$ cat src/rtl/sldf_pkg.sv
`default_nettype none

package sldf_pkg;

  localparam int unsigned ByteW   = 8;
  localparam int unsigned CheckW  = 16;
  localparam int unsigned StatusW = 3;
  localparam int unsigned PhaseW  = 3;
  localparam int unsigned CfgIdxW = 2;

  localparam logic [CheckW-1:0] CheckReset = 16'd39304;

  // configuration register indexes
  localparam logic [CfgIdxW-1:0] CfgSyncFirst     = 2'd0;
  localparam logic [CfgIdxW-1:0] CfgSyncSecond    = 2'd1;
  localparam logic [CfgIdxW-1:0] CfgExpectedCheck = 2'd2;

  // result status codes
  localparam logic [StatusW-1:0] StSync    = 3'd0;
  localparam logic [StatusW-1:0] StHeader  = 3'd1;
  localparam logic [StatusW-1:0] StPayload = 3'd2;
  localparam logic [StatusW-1:0] StChkHi   = 3'd3;
  localparam logic [StatusW-1:0] StAccept  = 3'd4;
  localparam logic [StatusW-1:0] StFail    = 3'd5;

  typedef struct packed {
    logic [ByteW-1:0]  sync_first;
    logic [ByteW-1:0]  sync_second;
    logic [CheckW-1:0] expected_check;
  } cfg_t;

  typedef struct packed {
    logic [StatusW-1:0] status;
    logic [ByteW-1:0]   data_byte;
    logic [ByteW-1:0]   payload_index;
    logic               last_payload;
    logic [ByteW-1:0]   frame_type;
    logic [ByteW-1:0]   frame_length;
    logic [CheckW-1:0]  received_check;
  } result_t;

endpackage

`default_nettype wire

$ cat src/rtl/sldf_cfg.sv
`default_nettype none

module sldf_cfg (
  input  wire logic                           clk_i,
  input  wire logic                           rst_ni,
  input  wire logic                           cfg_we_i,
  input  wire logic [sldf_pkg::CfgIdxW-1:0]   cfg_idx_i,
  input  wire logic [sldf_pkg::CheckW-1:0]    cfg_wdata_i,
  output sldf_pkg::cfg_t                      cfg_o
);
  import sldf_pkg::*;

  cfg_t cfg_q, cfg_d;

  always_comb begin
    cfg_d = cfg_q;
    if (cfg_we_i) begin
      unique case (cfg_idx_i)
        CfgSyncFirst:     cfg_d.sync_first     = cfg_wdata_i[ByteW-1:0];
        CfgSyncSecond:    cfg_d.sync_second    = cfg_wdata_i[ByteW-1:0];
        CfgExpectedCheck: cfg_d.expected_check = cfg_wdata_i;
        default:          cfg_d = cfg_q;
      endcase
    end
  end

  always_ff @(posedge clk_i or negedge rst_ni) begin
    if (!rst_ni) begin
      cfg_q.sync_first     <= '0;
      cfg_q.sync_second    <= '0;
      cfg_q.expected_check <= CheckReset;
    end else begin
      cfg_q <= cfg_d;
    end
  end

  assign cfg_o = cfg_q;

endmodule

`default_nettype wire

$ cat src/rtl/sldf_fsm.sv
`default_nettype none

module sldf_fsm (
  input  wire logic                        clk_i,
  input  wire logic                        rst_ni,
  input  wire logic                        step_i,
  input  wire logic [sldf_pkg::ByteW-1:0]  byte_i,
  input  wire sldf_pkg::cfg_t              cfg_i,
  output sldf_pkg::result_t                res_o
);
  import sldf_pkg::*;

  localparam logic [PhaseW-1:0] PhSync1  = 3'd0;
  localparam logic [PhaseW-1:0] PhSync2  = 3'd1;
  localparam logic [PhaseW-1:0] PhType   = 3'd2;
  localparam logic [PhaseW-1:0] PhLength = 3'd3;
  localparam logic [PhaseW-1:0] PhData   = 3'd4;
  localparam logic [PhaseW-1:0] PhChkHi  = 3'd5;
  localparam logic [PhaseW-1:0] PhChkLo  = 3'd6;

  logic [PhaseW-1:0] phase_q, phase_d;
  logic [ByteW-1:0]  type_q, type_d;
  logic [ByteW-1:0]  length_q, length_d;
  logic [ByteW-1:0]  count_q, count_d;
  logic [ByteW-1:0]  chk_hi_q, chk_hi_d;
  logic [ByteW:0]    count_next;
  logic [CheckW-1:0] check_word;

  assign count_next = {1'b0, count_q} + {{ByteW{1'b0}}, 1'b1};
  assign check_word = {chk_hi_q, byte_i};

  always_comb begin
    phase_d  = phase_q;
    type_d   = type_q;
    length_d = length_q;
    count_d  = count_q;
    chk_hi_d = chk_hi_q;
    res_o    = '0;
    res_o.status = StSync;
    unique case (phase_q)
      PhSync2: begin
        if (byte_i == cfg_i.sync_second) begin
          phase_d = PhType;
        end else begin
          phase_d = PhSync1;
          count_d = '0;
        end
      end
      PhType: begin
        type_d       = byte_i;
        phase_d      = PhLength;
        res_o.status = StHeader;
      end
      PhLength: begin
        length_d     = byte_i;
        phase_d      = (byte_i == '0) ? PhChkHi : PhData;
        res_o.status = StHeader;
      end
      PhData: begin
        res_o.status        = StPayload;
        res_o.data_byte     = byte_i;
        res_o.payload_index = count_q;
        if (count_next >= {1'b0, length_q}) begin
          res_o.last_payload = 1'b1;
          phase_d            = PhChkHi;
        end
        count_d = count_next[ByteW-1:0];
      end
      PhChkHi: begin
        chk_hi_d     = byte_i;
        phase_d      = PhChkLo;
        res_o.status = StChkHi;
      end
      PhChkLo: begin
        res_o.received_check = check_word;
        res_o.status = (check_word == cfg_i.expected_check) ? StAccept : StFail;
        phase_d      = PhSync1;
        count_d      = '0;
      end
      default: begin
        phase_d = (byte_i == cfg_i.sync_first) ? PhSync2 : PhSync1;
      end
    endcase
    res_o.frame_type   = type_d;
    res_o.frame_length = length_d;
  end

  always_ff @(posedge clk_i or negedge rst_ni) begin
    if (!rst_ni) begin
      phase_q  <= PhSync1;
      type_q   <= '0;
      length_q <= '0;
      count_q  <= '0;
      chk_hi_q <= '0;
    end else if (step_i) begin
      phase_q  <= phase_d;
      type_q   <= type_d;
      length_q <= length_d;
      count_q  <= count_d;
      chk_hi_q <= chk_hi_d;
    end
  end

endmodule

`default_nettype wire

$ cat src/rtl/sync_length_check_deframer.sv
// Sync / length / check-word deframer for a received byte stream.
//
// Input channel rx: one received byte per transaction (rx_valid_i, rx_ready_o,
// rx_byte_i). Result channel res: one result per input byte (res_valid_o,
// res_ready_i) carrying status, payload byte and index, last flag, header
// fields and the assembled check word on the frame-end result.
// Configuration: cfg_we_i writes cfg_wdata_i into register cfg_idx_i
// (0 first sync byte, 1 second sync byte, 2 expected check word); write only
// while no byte is in flight.
//
// Path: a byte accepted from rx sits in the input register and moves into the
// result register when that is free, and its result is then offered on res.
// Throughput: one byte per clock while res_ready_i does not stall the output;
// the frame state advances once per byte.
// Stall: while res_ready_i is low the result holds, the input register still
// takes one byte, and rx_ready_o then drops until the result is taken.
// Reset: both registers empty, hunting for the first sync byte, held header
// fields and counters cleared, sync bytes 0 and expected check word 0x9988.
`default_nettype none

module sync_length_check_deframer (
  input  wire logic                           clk_i,
  input  wire logic                           rst_ni,
  input  wire logic                           cfg_we_i,
  input  wire logic [sldf_pkg::CfgIdxW-1:0]   cfg_idx_i,
  input  wire logic [sldf_pkg::CheckW-1:0]    cfg_wdata_i,
  input  wire logic                           rx_valid_i,
  output logic                                rx_ready_o,
  input  wire logic [sldf_pkg::ByteW-1:0]     rx_byte_i,
  output logic                                res_valid_o,
  input  wire logic                           res_ready_i,
  output logic [sldf_pkg::StatusW-1:0]        status_o,
  output logic [sldf_pkg::ByteW-1:0]          data_byte_o,
  output logic [sldf_pkg::ByteW-1:0]          payload_index_o,
  output logic                                last_payload_o,
  output logic [sldf_pkg::ByteW-1:0]          frame_type_o,
  output logic [sldf_pkg::ByteW-1:0]          frame_length_o,
  output logic [sldf_pkg::CheckW-1:0]         received_check_o
);
  import sldf_pkg::*;

  cfg_t       cfg;
  result_t    res_d, res_q;
  logic       in_valid_q;
  logic [ByteW-1:0] in_byte_q;
  logic       out_valid_q;
  logic       advance;

  // advance the held byte into the result register when it is free
  assign advance    = in_valid_q && (!out_valid_q || res_ready_i);
  assign rx_ready_o = !in_valid_q || advance;

  sldf_cfg u_cfg (
    .clk_i       (clk_i),
    .rst_ni      (rst_ni),
    .cfg_we_i    (cfg_we_i),
    .cfg_idx_i   (cfg_idx_i),
    .cfg_wdata_i (cfg_wdata_i),
    .cfg_o       (cfg)
  );

  sldf_fsm u_fsm (
    .clk_i  (clk_i),
    .rst_ni (rst_ni),
    .step_i (advance),
    .byte_i (in_byte_q),
    .cfg_i  (cfg),
    .res_o  (res_d)
  );

  always_ff @(posedge clk_i or negedge rst_ni) begin
    if (!rst_ni) begin
      in_valid_q  <= 1'b0;
      out_valid_q <= 1'b0;
    end else begin
      if (rx_ready_o) begin
        in_valid_q <= rx_valid_i;
      end
      if (advance) begin
        out_valid_q <= 1'b1;
      end else if (res_ready_i) begin
        out_valid_q <= 1'b0;
      end
    end
  end

  always_ff @(posedge clk_i) begin
    if (rx_valid_i && rx_ready_o) begin
      in_byte_q <= rx_byte_i;
    end
    if (advance) begin
      res_q <= res_d;
    end
  end

  assign res_valid_o      = out_valid_q;
  assign status_o         = res_q.status;
  assign data_byte_o      = res_q.data_byte;
  assign payload_index_o  = res_q.payload_index;
  assign last_payload_o   = res_q.last_payload;
  assign frame_type_o     = res_q.frame_type;
  assign frame_length_o   = res_q.frame_length;
  assign received_check_o = res_q.received_check;

endmodule

`default_nettype wire
$ cat config.mk
export PLATFORM = sky130hd
export DESIGN_NAME = sync_length_check_deframer
export DESIGN_NICKNAME = d
export VERILOG_FILES = /design/src/rtl/sldf_pkg.sv /design/src/rtl/sldf_cfg.sv /design/src/rtl/sldf_fsm.sv /design/src/rtl/sync_length_check_deframer.sv
export SDC_FILE = /design/constraint.sdc
export NUM_CORES = 1
export LEC_CHECK = 0
export BUFFER_PORTS_ARGS = -buffer_cell sky130_fd_sc_hd__buf_2
export CORE_AREA = 2 2 121 170
export DETAILED_ROUTE_END_ITERATION = 16
export DIE_AREA = 0 0 123 172
export PLACE_DENSITY = 0.53
export RECOVER_POWER = 50
export SKIP_LAST_GASP = 1
export SYNTH_ARGS = -nofsm -noshare
export SYNTH_HDL_FRONTEND = slang
export SYNTH_HIERARCHICAL = 1
export SYNTH_SLANG_ARGS = --single-unit
$ cat constraint.sdc
create_clock -name clk_i -period 3.2 [get_ports clk_i]
set_clock_uncertainty 0.2 [all_clocks]
set_input_delay 0.16 -clock clk_i [delete_from_list [all_inputs] [get_ports clk_i]]
set_output_delay 0.16 -clock clk_i [all_outputs]
set_load 0.005 [all_outputs]
==> out/qor.yml <==
grtUsageTotal_pct: 12.8
powerDensity_mw_per_mm2: 608
yosysTopAreaCell: "edfxtp_1"
worstPathCellList: "ha_1, and3_1, nand3_1, xnor2_1, ha_1, a21o_1, a221o_1, a211oi_1, nor2_1"
gp_congestion: 0.880
root_buffer: "clkbuf_16"
cp-start-kind: "register"
firstDrtPassIters: 5
holdWs_ns: 0.120
initial_core_util_pct: 29.6
via_per_inst: 4.54
core_sq_mm: 0.0197
path_clk_slew_ns: 0.06
slowest_stage: "a211oi_1"
dpl.hpwl_microns: 8990
n_antenna_cell: 0
yosys.area.top_type_share_pct: 30.9
fin_nets: 569
grt_pass1_wl_microns: 20100
grt_max_degree: 60
grt-ovfl-total: 0
violations: "max-capacitance violations, max-slew violations"
async_flop_share_pct: 53.5
cts_buffer_depth: 2
synth_fp_nets: 451
critPathMostFrequentCell: "ha_1"
multi_input_comb_area_sq_mm: 0.00211
seq_area_sq_mm: 0.00354
power_leakage_uw: 0.00300
netlist_instances: 411
numCtsBuffers: 17
fin_area_sq_mm: 0.00728
slew_violations: 34
synth_ff_type: "dfrtp_1"
drive_gt1_share_pct: 30.1
setup_tns_ns: 0
maxCapViolCount: 1
num_vias: 3608
rsz0062_at_grt: "no"
ys_types: 51
vdd_drop_max_mv: 0.328
tightest_slew_ns: 1.75
cts_tree: "done"
port_buffers: 84
hold_viol_final: 0
synthTopCellsByArea: "edfxtp_1 31%, dfrtp_1 27%, mux2_2 13%"
place_area_sq_mm: 0.00649
fmax_ghz: 0.332
wire_per_inst_microns: 16.4
ys_ff_latch: 129
p_total_uw: 4430
reg2reg_slack_ns: 0.19
end_kind: "register"
fp.dieH_microns: 172
post-route-period-util_pct: 94.2
cp_slowest_stage_delay_ns: 0.48
antenna_found_initial: 0
required_ns: 3.14
clock_sinks: 129
syn_avg_cell_area_sq_um: 14.2
outcome: "complete, but fails checks"
fin_crit_ns: 3.01
finalSetupViolCount: 0
antenna_left: 0
drc: 0
ys_seq_area_share_pct: 60.6
row_count: 61
fill_cells: 1940
drt-total-wl_microns: 13000
dieWidth_microns: 123
dieArea_sq_mm: 0.0212
syn2layout_area_growth_pct: 24.8
cts.repair.resized: 0
final_common_cell: "mux2_2"
clk_latency_ns: 0.41
mostFrequentLayoutCells: "65 x mux2_2, 63 x dfrtp_1, 60 x edfxtp_1"
hp-class: "input port to register"
worstPathMaxFanout: 6
synth_edf_count: 60
cp.arrival_ns: 2.95
htreeDepth: 4
netlist_area_sq_mm: 0.00583
drt_iter0_drc: 241
grt_pass1_vias: 3706
worstSetupPathType: "register to register"
io_pins: 85
yosys_warnings: 6
utilization_pct: 37.0
slew-limit-headroom_pct: -16.8
## registers in the layout, summed over array words and instances, names as in the netlist
| register | flops |
|---|---|
| data_byte_o | 8 |
| frame_length_o | 8 |
| frame_type_o | 8 |
| in_byte_q | 8 |
| in_valid_q | 1 |
| last_payload_o | 1 |
| payload_index_o | 8 |
| received_check_o | 16 |
| res_valid_o | 1 |
| status_o | 3 |
| u_cfg/cfg_o | 32 |
| u_fsm/chk_hi_q | 8 |
| u_fsm/count_q | 8 |
| u_fsm/length_q | 8 |
| u_fsm/phase_q | 3 |
| u_fsm/type_q | 8 |
## final cells by class
| cell class | count | share of cell area (%) |
|---|---|---|
| clock inverter | 7 | 1.01 |
| sequential | 129 | 48.6 |
| clock buffer | 25 | 6.98 |
| multi-input combinational | 254 | 29.0 |
| inverter | 10 | 0.515 |
| tap | 252 | 4.33 |
| timing repair buffer | 117 | 9.60 |
## cell families (layout without fill, tap and decap cells)
kind of cell             Yosys count  count (layout)  share of synthesized area (%)
AO/OA/AOI/OAI                     36              36                           4.20
XOR/XNOR                          38              38                           5.71
adder cells (fa/ha/maj)            9               9                           1.93
buffers and inverters             28             159                           2.83
flip-flops                       129             129                           60.6
multiplexers                      65              65                           12.5
AND/OR/NAND/NOR                  106             106                           12.2
## power by group
part	internal, uW	switching, uW	total, uW
Clock	1180	701	1880
Sequential	1930	114	2040
Combinational	255	245	501
Total	3370	1060	4430
## stage by stage
step / std cells / setup slack [ns]
after detailed placement: 734 / 0.278
final: 794 / 0.187
after CTS: 794 / 0.261
after global routing: 794 / 0.0977
after global placement: 734 / 0.378
after floorplan: 411 / 0.604
## path summary, 6_finish.rpt
path,start,end,depth (start not counted)
setup / recovery,u_fsm/count_q[0],last_payload_o,9
hold / removal,cfg_idx_i[1],u_cfg/cfg_o[11],3
setup reg to reg,u_fsm/count_q[0],last_payload_o,9
hold reg to reg,u_fsm/type_q[1],u_fsm/type_q[1],1
max in group asynchronous,rst_ni,u_fsm/length_q[6],3
min in group asynchronous,rst_ni,u_cfg/cfg_o[23],2
## metal layers
layer  vias to the layer above  wire [microns]  global-route usage (%)  part of all wire (%)
met1                      1817            5360                    14.7                    41
met5                         -               0                       0                     0
met3                        17             302                    2.84                   2.3
met4                         0             241                    5.29                   1.9
li1                       1709               -                       -                     -
met2                        65            7080                    22.8                    54
## Yosys cell counts (2+ instances only)
library cell,count
nor4_4,2
ha_1,9
or3b_2,2
and2_2,2
dfstp_2,6
nor2b_1,2
a21oi_1,7
xor2_1,19
buf_4,7
xnor2_1,19
and2_1,31
and3_1,4
nand3b_1,2
nand3b_4,2
mux2_2,65
nor4_2,2
nand3_1,5
nand4_1,6
nor2_1,9
inv_1,10
o21ai_0,16
nand3b_2,2
buf_2,2
edfxtp_1,60
buf_6,4
or3_1,4
nand2b_1,4
clkbuf_1,3
nor4_1,3
a21o_1,2
dfrtp_1,63
nand2_1,18
## critical path: cells and delay by family, from the launching register on
kind,cells,cell delay [ns]
AOI/OAI and AO/OA,3,0.99
adders and majority gates,2,0.56
DFF,1,0.43
and+or+nand+nor,3,0.41
xor gates and xnor gates,1,0.16
## what timing repair did
action | in CTS | in global routing
endpoints found under the hold margin | 75 | 0
hold buffers | 28 | 0
setup buffers | 0 | 0
(Power assumes the default switching activity.)
